File: src/hw/rtl/mrpt_pkg.sv
// ----------------------------------------------------------------------------
// mrpt_pkg
// shared constants, types and the witness table for the primality tester
// ----------------------------------------------------------------------------
`default_nettype none
package mrpt_pkg;

   localparam int VALUE_WIDTH_DEF = 63;
   localparam int BASE_COUNT_DEF  = 12;
   localparam int BASE_TOTAL      = 12;
   localparam int BASE_IDX_W      = 4;

   // commands from controller to datapath
   typedef struct packed {
      logic load;       // capture candidate, form n-1
      logic strip;      // shift one trailing zero off d
      logic base_init;  // start a new base: acc=1, sq=a, e=d, t=d
      logic mul_acc;    // start acc = acc*sq
      logic mul_sq;     // start sq = sq*sq
      logic shift_e;    // e >>= 1
      logic mul_y;      // start y = y*y (y lives in acc)
      logic shift_t;    // t <<= 1
   } mrpt_cmd_type;

   // status from datapath to controller
   typedef struct packed {
      logic n_le1;
      logic n_two;
      logic n_even;
      logic d_even;
      logic base_ge_n;
      logic e_zero;
      logic e_odd;
      logic mul_busy;
      logic t_is_nm1;
      logic y_one;
      logic y_nm1;
      logic t_odd;
   } mrpt_sts_type;

   function automatic logic [5:0] witness(input logic [BASE_IDX_W-1:0] idx);
      logic [5:0] w;
      case (idx)
         4'd0:    w = 6'd2;
         4'd1:    w = 6'd3;
         4'd2:    w = 6'd5;
         4'd3:    w = 6'd7;
         4'd4:    w = 6'd11;
         4'd5:    w = 6'd13;
         4'd6:    w = 6'd17;
         4'd7:    w = 6'd19;
         4'd8:    w = 6'd23;
         4'd9:    w = 6'd29;
         4'd10:   w = 6'd31;
         4'd11:   w = 6'd37;
         default: w = 6'd37;
      endcase
      return w;
   endfunction

endpackage
`default_nettype wire

File: src/hw/rtl/miller_rabin_prime_test_top.sv
// ----------------------------------------------------------------------------
// miller_rabin_prime_test_top
// deterministic miller-rabin primality test of one unsigned candidate
// ----------------------------------------------------------------------------
// One beat in gives one beat out: rsp_prime_flag is 1 when req_candidate is
// prime. Up to BASE_COUNT witnesses (2 .. 37) are tried, exact for all values
// below 2^64 with all twelve. Items are taken one at a time; an item costs
// about BASES * 2 * VALUE_WIDTH modular products for a 63-bit prime, while
// even or tiny values finish after the special-case checks. The bit-serial
// modular multiplier sets the time that each product takes.
// The result register lets the next beat be accepted while a result waits.
`default_nettype none
module miller_rabin_prime_test_top #(
   parameter int VALUE_WIDTH = mrpt_pkg::VALUE_WIDTH_DEF,
   parameter int BASE_COUNT  = mrpt_pkg::BASE_COUNT_DEF
) (
   input  wire logic                   clock,
   input  wire logic                   reset,
   input  wire logic                   req_valid,
   output logic                        req_stall,
   input  wire logic [VALUE_WIDTH-1:0] req_candidate,
   output logic                        rsp_valid,
   input  wire logic                   rsp_stall,
   output logic                        rsp_prime_flag
);
   import mrpt_pkg::*;

   // command and status between sequencer and datapath
   mrpt_cmd_type           cmd;
   mrpt_sts_type           sts;
   logic [BASE_IDX_W-1:0]  base_idx;

   mrpt_ctrl #(.BASES(BASE_COUNT)) u_ctrl (
      .clock         (clock),
      .reset         (reset),
      .req_valid     (req_valid),
      .req_stall     (req_stall),
      .rsp_valid     (rsp_valid),
      .rsp_stall     (rsp_stall),
      .rsp_prime_flag(rsp_prime_flag),
      .base_idx      (base_idx),
      .cmd           (cmd),
      .sts           (sts)
   );

   mrpt_datapath #(.W(VALUE_WIDTH)) u_dp (
      .clock    (clock),
      .reset    (reset),
      .candidate(req_candidate),
      .base_idx (base_idx),
      .cmd      (cmd),
      .sts      (sts)
   );

   // only one multiply may be launched at a time
   a_one_mul: assert property (@(posedge clock) disable iff (reset)
      $onehot0({cmd.mul_acc, cmd.mul_sq, cmd.mul_y}))
      else $error("two multiplies launched together");

   // no multiply starts while the unit is still busy
   a_no_overlap: assert property (@(posedge clock) disable iff (reset)
      (cmd.mul_acc || cmd.mul_sq || cmd.mul_y) |-> !sts.mul_busy)
      else $error("multiply launched while busy");

   // a load only happens when an input beat is accepted
   a_load_acc: assert property (@(posedge clock) disable iff (reset)
      cmd.load |-> (req_valid && !req_stall))
      else $error("operand load without accepted beat");
endmodule
`default_nettype wire

File: src/hw/rtl/mrpt_mulmod.sv
// ----------------------------------------------------------------------------
// mrpt_mulmod
// bit-serial modular multiplier, one multiplier bit per cycle, msb first
// ----------------------------------------------------------------------------
`default_nettype none
module mrpt_mulmod #(
   parameter int W = mrpt_pkg::VALUE_WIDTH_DEF
) (
   input  wire logic         clock,
   input  wire logic         reset,
   input  wire logic         start,
   input  wire logic [W-1:0] x,
   input  wire logic [W-1:0] y,
   input  wire logic [W-1:0] m,
   output logic              busy,
   output logic [W-1:0]      product
);
   import mrpt_pkg::*;

   localparam int CW = $clog2(W + 1);

   logic [W-1:0]  acc_ff, acc_in;
   logic [W-1:0]  x_ff, y_ff, y_in;
   logic [CW-1:0] cnt_ff, cnt_in;
   logic          busy_ff, busy_in;
   logic [W:0]    dbl, dbl_r, add, add_r;

   always_comb begin
      dbl   = {acc_ff, 1'b0};
      dbl_r = (dbl >= {1'b0, m}) ? dbl - {1'b0, m} : dbl;
      add   = dbl_r + {1'b0, x_ff};
      add_r = (add >= {1'b0, m}) ? add - {1'b0, m} : add;
      acc_in  = acc_ff;
      y_in    = y_ff;
      cnt_in  = cnt_ff;
      busy_in = busy_ff;
      if (start) begin
         acc_in  = '0;
         y_in    = y;
         cnt_in  = CW'(W);
         busy_in = 1'b1;
      end else if (busy_ff) begin
         acc_in  = y_ff[W-1] ? add_r[W-1:0] : dbl_r[W-1:0];
         y_in    = {y_ff[W-2:0], 1'b0};
         cnt_in  = cnt_ff - 1'b1;
         busy_in = (cnt_ff != CW'(1));
      end
   end

   always_ff @(posedge clock) begin
      if (reset) begin
         busy_ff <= 1'b0;
         cnt_ff  <= '0;
      end else begin
         busy_ff <= busy_in;
         cnt_ff  <= cnt_in;
      end
      acc_ff <= acc_in;
      y_ff   <= y_in;
      if (start) x_ff <= x;
   end

   assign busy    = busy_ff;
   assign product = acc_ff;
endmodule
`default_nettype wire

File: src/hw/rtl/mrpt_datapath.sv
// ----------------------------------------------------------------------------
// mrpt_datapath
// operand registers, witness selection and the shared modular multiplier
// ----------------------------------------------------------------------------
`default_nettype none
module mrpt_datapath #(
   parameter int W = mrpt_pkg::VALUE_WIDTH_DEF
) (
   input  wire logic                            clock,
   input  wire logic                            reset,
   input  wire logic [W-1:0]                    candidate,
   input  wire logic [mrpt_pkg::BASE_IDX_W-1:0] base_idx,
   input  wire mrpt_pkg::mrpt_cmd_type          cmd,
   output mrpt_pkg::mrpt_sts_type               sts
);
   import mrpt_pkg::*;

   logic [W-1:0] n_ff, nm1_ff, d_ff, e_ff, t_ff, acc_ff, sq_ff;
   logic [W-1:0] base_w, mx, my, prod;
   logic         busy, busy_q_ff;
   logic         tgt_acc_ff; // 1: result goes to acc, 0: to sq
   logic         done;

   assign base_w = W'(witness(base_idx));
   assign mx     = cmd.mul_sq ? sq_ff : acc_ff;
   assign my     = (cmd.mul_sq || cmd.mul_y) ? mx : sq_ff;
   assign done   = busy_q_ff && !busy;

   mrpt_mulmod #(.W(W)) u_mul (
      .clock  (clock),
      .reset  (reset),
      .start  (cmd.mul_acc || cmd.mul_sq || cmd.mul_y),
      .x      (mx),
      .y      (my),
      .m      (n_ff),
      .busy   (busy),
      .product(prod)
   );

   always_ff @(posedge clock) begin
      if (reset) begin
         busy_q_ff <= 1'b0;
      end else begin
         busy_q_ff <= busy;
      end
      if (cmd.mul_acc || cmd.mul_y) tgt_acc_ff <= 1'b1;
      else if (cmd.mul_sq)          tgt_acc_ff <= 1'b0;
      if (cmd.load) begin
         n_ff   <= candidate;
         nm1_ff <= candidate - 1'b1;
         d_ff   <= candidate - 1'b1;
      end
      if (cmd.strip) d_ff <= d_ff >> 1;
      if (cmd.base_init) begin
         acc_ff <= W'(1);
         sq_ff  <= base_w;
         e_ff   <= d_ff;
         t_ff   <= d_ff;
      end
      if (cmd.shift_e) e_ff <= e_ff >> 1;
      if (cmd.shift_t) t_ff <= t_ff << 1;
      if (done) begin
         if (tgt_acc_ff) acc_ff <= prod;
         else            sq_ff  <= prod;
      end
   end

   always_comb begin
      sts.n_le1     = (n_ff <= W'(1));
      sts.n_two     = (n_ff == W'(2));
      sts.n_even    = !n_ff[0];
      sts.d_even    = !d_ff[0];
      sts.base_ge_n = (n_ff <= base_w);
      sts.e_zero    = (e_ff == '0);
      sts.e_odd     = e_ff[0];
      sts.mul_busy  = busy || busy_q_ff;
      sts.t_is_nm1  = (t_ff == nm1_ff);
      sts.y_one     = (acc_ff == W'(1));
      sts.y_nm1     = (acc_ff == nm1_ff);
      sts.t_odd     = t_ff[0];
   end
endmodule
`default_nettype wire

File: src/hw/rtl/mrpt_ctrl.sv
// ----------------------------------------------------------------------------
// mrpt_ctrl
// sequencer: special cases, base loop, exponentiation and squaring phases
// ----------------------------------------------------------------------------
`default_nettype none
module mrpt_ctrl #(
   parameter int BASES = mrpt_pkg::BASE_COUNT_DEF
) (
   input  wire logic                            clock,
   input  wire logic                            reset,
   input  wire logic                            req_valid,
   output logic                                 req_stall,
   output logic                                 rsp_valid,
   input  wire logic                            rsp_stall,
   output logic                                 rsp_prime_flag,
   output logic [mrpt_pkg::BASE_IDX_W-1:0]      base_idx,
   output mrpt_pkg::mrpt_cmd_type               cmd,
   input  wire mrpt_pkg::mrpt_sts_type          sts
);
   import mrpt_pkg::*;

   typedef enum logic [9:0] {
      ST_IDLE  = 10'b0000000001,
      ST_CHECK = 10'b0000000010,
      ST_STRIP = 10'b0000000100,
      ST_BASE  = 10'b0000001000,
      ST_EXP   = 10'b0000010000,
      ST_WACC  = 10'b0000100000,
      ST_WSQ   = 10'b0001000000,
      ST_SQR   = 10'b0010000000,
      ST_WY    = 10'b0100000000,
      ST_DONE  = 10'b1000000000
   } state_type;

   state_type               state_ff, state_in;
   logic [BASE_IDX_W-1:0]   idx_ff, idx_in;
   logic                    valid_ff, valid_in, flag_ff, flag_in;
   logic                    out_flag_ff, out_flag_in;  // held result beat

   always_comb begin
      state_in    = state_ff;
      idx_in      = idx_ff;
      valid_in    = valid_ff && rsp_stall;
      flag_in     = flag_ff;
      out_flag_in = out_flag_ff;
      cmd         = '0;
      case (state_ff)
         ST_IDLE: begin
            if (req_valid) begin
               cmd.load = 1'b1;
               state_in = ST_CHECK;
            end
         end
         ST_CHECK: begin
            idx_in = '0;
            if (sts.n_le1) begin
               flag_in = 1'b0; state_in = ST_DONE;
            end else if (sts.n_two) begin
               flag_in = 1'b1; state_in = ST_DONE;
            end else if (sts.n_even) begin
               flag_in = 1'b0; state_in = ST_DONE;
            end else begin
               state_in = ST_STRIP;
            end
         end
         ST_STRIP: begin
            if (sts.d_even) cmd.strip = 1'b1;
            else            state_in = ST_BASE;
         end
         ST_BASE: begin
            if (idx_ff == BASE_IDX_W'(BASES) || sts.base_ge_n) begin
               flag_in = 1'b1; state_in = ST_DONE;
            end else begin
               cmd.base_init = 1'b1;
               state_in = ST_EXP;
            end
         end
         ST_EXP: begin
            if (sts.e_zero) begin
               state_in = ST_SQR;
            end else if (sts.e_odd) begin
               cmd.mul_acc = 1'b1; state_in = ST_WACC;
            end else begin
               cmd.mul_sq = 1'b1; state_in = ST_WSQ;
            end
         end
         ST_WACC: begin
            if (!sts.mul_busy) begin
               cmd.mul_sq = 1'b1; state_in = ST_WSQ;
            end
         end
         ST_WSQ: begin
            if (!sts.mul_busy) begin
               cmd.shift_e = 1'b1; state_in = ST_EXP;
            end
         end
         ST_SQR: begin
            if (!sts.t_is_nm1 && !sts.y_one && !sts.y_nm1) begin
               cmd.mul_y = 1'b1; cmd.shift_t = 1'b1; state_in = ST_WY;
            end else if (!sts.y_nm1 && !sts.t_odd) begin
               flag_in = 1'b0; state_in = ST_DONE;
            end else begin
               idx_in = idx_ff + 1'b1; state_in = ST_BASE;
            end
         end
         ST_WY: begin
            if (!sts.mul_busy) state_in = ST_SQR;
         end
         ST_DONE: begin
            if (!valid_ff || !rsp_stall) begin
               valid_in    = 1'b1;
               out_flag_in = flag_ff;
               state_in    = ST_IDLE;
            end
         end
         default: state_in = ST_IDLE;
      endcase
   end

   always_ff @(posedge clock) begin
      if (reset) begin
         state_ff <= ST_IDLE;
         valid_ff <= 1'b0;
      end else begin
         state_ff <= state_in;
         valid_ff <= valid_in;
      end
      idx_ff      <= idx_in;
      flag_ff     <= flag_in;
      out_flag_ff <= out_flag_in;
   end

   assign req_stall      = (state_ff != ST_IDLE);
   assign rsp_valid      = valid_ff;
   assign rsp_prime_flag = out_flag_ff;
   assign base_idx       = idx_ff;
endmodule
`default_nettype wire
File: config.mk
export PLATFORM = sky130hd
export DESIGN_NAME = miller_rabin_prime_test_top
export DESIGN_NICKNAME = d
export VERILOG_FILES = /design/src/hw/rtl/mrpt_pkg.sv /design/src/hw/rtl/miller_rabin_prime_test_top.sv /design/src/hw/rtl/mrpt_mulmod.sv /design/src/hw/rtl/mrpt_datapath.sv /design/src/hw/rtl/mrpt_ctrl.sv
export SDC_FILE = /design/constraint.sdc
export NUM_CORES = 2
export LEC_CHECK = 0
export ABC_CLOCK_PERIOD_IN_PS = 8700
export CAP_MARGIN = 20
export CORE_MARGIN = 2
export CORE_UTILIZATION = 59
export CTS_CLUSTER_SIZE = 10
export DETAILED_ROUTE_END_ITERATION = 7
export DONT_BUFFER_PORTS = 1
export PLACE_DENSITY = 0.74
export SLEW_MARGIN = 15
export SYNTH_ARGS = -nofsm -noshare
export SYNTH_HDL_FRONTEND = slang
export SYNTH_HIERARCHICAL = 1
export SYNTH_SLANG_ARGS = --single-unit
File: constraint.sdc
create_clock -name clock -period 8.7 [get_ports clock]
set_clock_uncertainty 0.1 [all_clocks]
set_input_delay 0.435 -clock clock [delete_from_list [all_inputs] [get_ports clock]]
set_output_delay 0.435 -clock clock [all_outputs]
set_load 0.1 [all_outputs]
==> out/metrics.cfg <==
[drt]
drc=0
post_drt_wl_per_cell_um=26.5
first_pass_iters=6
vias=37406
vias_per_cell=6.65
wl_um=149000
drtIter0Drc=5342
drtAntennaViolNets=0

[cts]
ctsLongestPathBuffers=3
cts.sinks=656
tritoncts=done
htree_levels=3
clkLatencyLatePin_ns=0.64
cts_buffers=79
clk_pin_slew_ns=0.05
cts_root_buf=clkbuf_16

[sta]
rsz0062_at_grt=yes
setup_viol_count_final=0
relSlewSlack_pct=25.5
finalHoldViolations=0
fin_crit_sh_pct=99.0
period_minus_slack_ns=8.61
finalMaxSlewViolations=0
hold-worst-slack_ns=0.0238
tightestPinTransition_ns=1.12
fmax_mhz=116

[finish]
multi_input_area_mm2=0.0239
nFillCells=5526
nNetsFinal=4885
area_growth_pct=13.4
stdcell_count=5627
drive_gt1_share_pct=16.8
regArea_mm2=0.0176
final_cell_area_mm2=0.0483

[synthesis]
synth.distinct_cells=108
syn_avg_cell_area_um2=9.57
yosys.area_share.adder_pct=6.14
synthArstFlopShare_pct=0
ys_warn_count=6
synth-seq-cells=656
synthMuxAreaShare_pct=8.40
ys_seq_area_share_pct=41.3
synth-xor-area-share_pct=7.18
synth_fp_nets=4722
ys.flop_type=edfxtp_1
synth_simple_gate_area_share_pct=16.9
synth_cells=4448
syn_area_mm2=0.0426
synth_edf_count=444
synth_compound_area_share_pct=16.6
synth_top_family_by_area=simple AND/OR/NAND/NOR gates

[global_routing]
grt_util_met1_pct=57.7
grt_pass1_wl_um=217000
grt_pass1_vias=34091
antenna_found_initial=3
grt_usage_pct=39.0
globalRouteMet3Util_pct=9.19
gr-max-usage-layer=met1
grt_use_met2_pct=54.1
grt_max_degree=129
grt-ovfl-total=0

[die]
die_area_mm2=0.0743
coreArea_mm2=0.0715
io_pins=70
placementRows=98
die_y_um=273
die_w_um=273
start_util_pct=59.5

[place]
gp_congestion=1.04
placed_cell_area_mm2=0.0447
io_buffers=0
place_hpwl_um=109000
dp.cells=5401

[worst_setup_path]
max_stage_delay_ns=0.46
crit_slowest_cell=nand4_1
crit_required_ns=9.08
cp_max_fo=19
setup.worst_path.start_class=flip-flop
crit_type=reg -> reg
crit_top_cell=ha_1
arrival_ns=8.99
end_kind=flip-flop

[min_path]
hp-class=in -> reg

[job]
maxCapViolCount=0

[status]
status=complete, no violations

[cell usage in the layout, fill, tap and decap left out, types with 18 or more instances in the layout]
master,instances
a211oi_1,46
a21o_1,110
a21oi_1,282
a31oi_1,31
and2_1,18
and3_1,23
buf_4,227
clkbuf_1,48
clkbuf_16,82
dfxtp_1,211
dlygate4sd3_1,66
edfxtp_1,444
ha_1,194
inv_1,138
mux2_2,301
nand2_1,509
nand2b_1,89
nand3_1,69
nand3b_1,66
nand4_1,79
nor2_1,245
nor2b_1,25
nor3_1,91
nor4_1,105
o211ai_1,20
o21a_1,28
o21ai_0,271
o21ai_1,20
o21bai_1,44
o22ai_1,31
o31ai_1,20
or2_2,19
or3_1,23
xnor2_1,127
xor2_1,221
[critical path: cells and delay by family (launching register included)]
| kind | cells | cell delay, ns |
|---|---|---|
| flops | 1 | 0.43 |
| fa+ha+maj | 3 | 1.19 |
| buf+inv | 5 | 0.81 |
| simple gates | 7 | 1.55 |
| compound gates | 14 | 3.45 |
| xor+xnor | 1 | 0.29 |
| mux | 2 | 0.61 |
[kinds of logic after synthesis]
kind of cell,Yosys count
buffers and inverters,371
adder cells (fa/ha/maj),207
AO/OA/AOI/OAI,1105
multiplexers,318
XOR/XNOR,349
AND/OR/NAND/NOR,1442
flip-flops,656
[cell type report]
| type | instances | area share (%) |
|---|---|---|
| Antenna cell | 3 | 0.0156 |
| Clock buffer | 129 | 4.55 |
| Clock inverter | 15 | 0.446 |
| Inverter | 147 | 1.15 |
| Multi-Input combinational cell | 3422 | 49.6 |
| Sequential cell | 656 | 36.4 |
| Tap cell | 950 | 2.46 |
| Timing Repair Buffer | 305 | 5.35 |
[registers in the layout, indices dropped and copies added (netlist names)]
signal and flops:
u_ctrl/base_idx 4, u_ctrl/flag_ff 1, u_ctrl/rsp_prime_flag 1, u_ctrl/rsp_valid 1, u_ctrl/state_ff 10, u_dp/acc_ff 63
u_dp/busy_q_ff 1, u_dp/d_ff 63, u_dp/e_ff 63, u_dp/n_ff 63, u_dp/nm1_ff 63, u_dp/sq_ff 63
u_dp/t_ff 63, u_dp/tgt_acc_ff 1, u_dp/u_mul/busy 1, u_dp/u_mul/cnt_ff 6, u_dp/u_mul/product 63, u_dp/u_mul/x_ff 63
u_dp/u_mul/y_ff 63
[per-stage QoR]
step           TNS [ns]  util, %  setup slack, ns
2_1_floorplan         0        -            0.865
3_3_place_gp          0     62.5            0.168
3_5_place_dp          0     62.5           0.0346
4_1_cts               0     66.8          0.00951
5_1_grt           -2.84     67.5           -0.136
6_report              0     67.5           0.0897
[Yosys cell counts (16+ instances only)]
master	instances	share of area, %
xor2_1	221	4.5
clkbuf_1	184	1.6
a21oi_1	295	3.5
edfxtp_1	444	31
a211oi_1	53	0.94
or2_2	19	0.28
o21ai_0	276	3.2
dfxtp_1	212	10
o211ai_1	20	0.35
nand4_1	79	1.2
mux2_2	301	8.0
nor2_1	252	2.2
nor3_1	92	1.1
ha_1	204	6.0
nand2b_1	90	1.3
a21o_1	110	1.9
nor4_1	107	1.6
buf_2	16	0.19
nor2b_1	25	0.37
and3_1	23	0.34
and2_1	19	0.28
nand3b_1	66	1.2
o21a_1	30	0.53
xnor2_1	128	2.6
a31oi_1	35	0.51
o22ai_1	31	0.46
nand2_1	511	4.5
o31ai_1	23	0.41
o21bai_1	44	0.78
inv_1	145	1.3
nand3_1	69	0.81
or3_1	24	0.35
o21ai_1	17	0.20
[path summary, 6_finish.rpt]
kind / start / endpoint / slack (ns) / depth (start not counted)
hold / removal: req_candidate[56] / u_dp/d_ff[56] / 0.02 / 2
hold reg to reg: u_ctrl/flag_ff / u_ctrl/rsp_prime_flag / 0.35 / 0
setup reg to reg: u_dp/n_ff[59] / u_dp/u_mul/product[23] / 0.09 / 32
setup / recovery: u_dp/n_ff[59] / u_dp/u_mul/product[23] / 0.09 / 32
[timing repair]
action,in CTS,in global routing
endpoints found under the setup margin,0,63
resized for setup,0,86
buffers inserted,0,10
hold endpoints to repair,140,0
hold buffers,66,0
[per-layer routing]
metal / vias to the layer above / wire (µm)
met5: - / 0
met4: 0 / 7420
met3: 318 / 20300
met2: 2568 / 60100
met1: 17725 / 61200
li1: 16795 / -
Power is left out: the tool's default activity adds up to more than one toggle a clock period on the data nets, which glitch-free logic cannot reach.
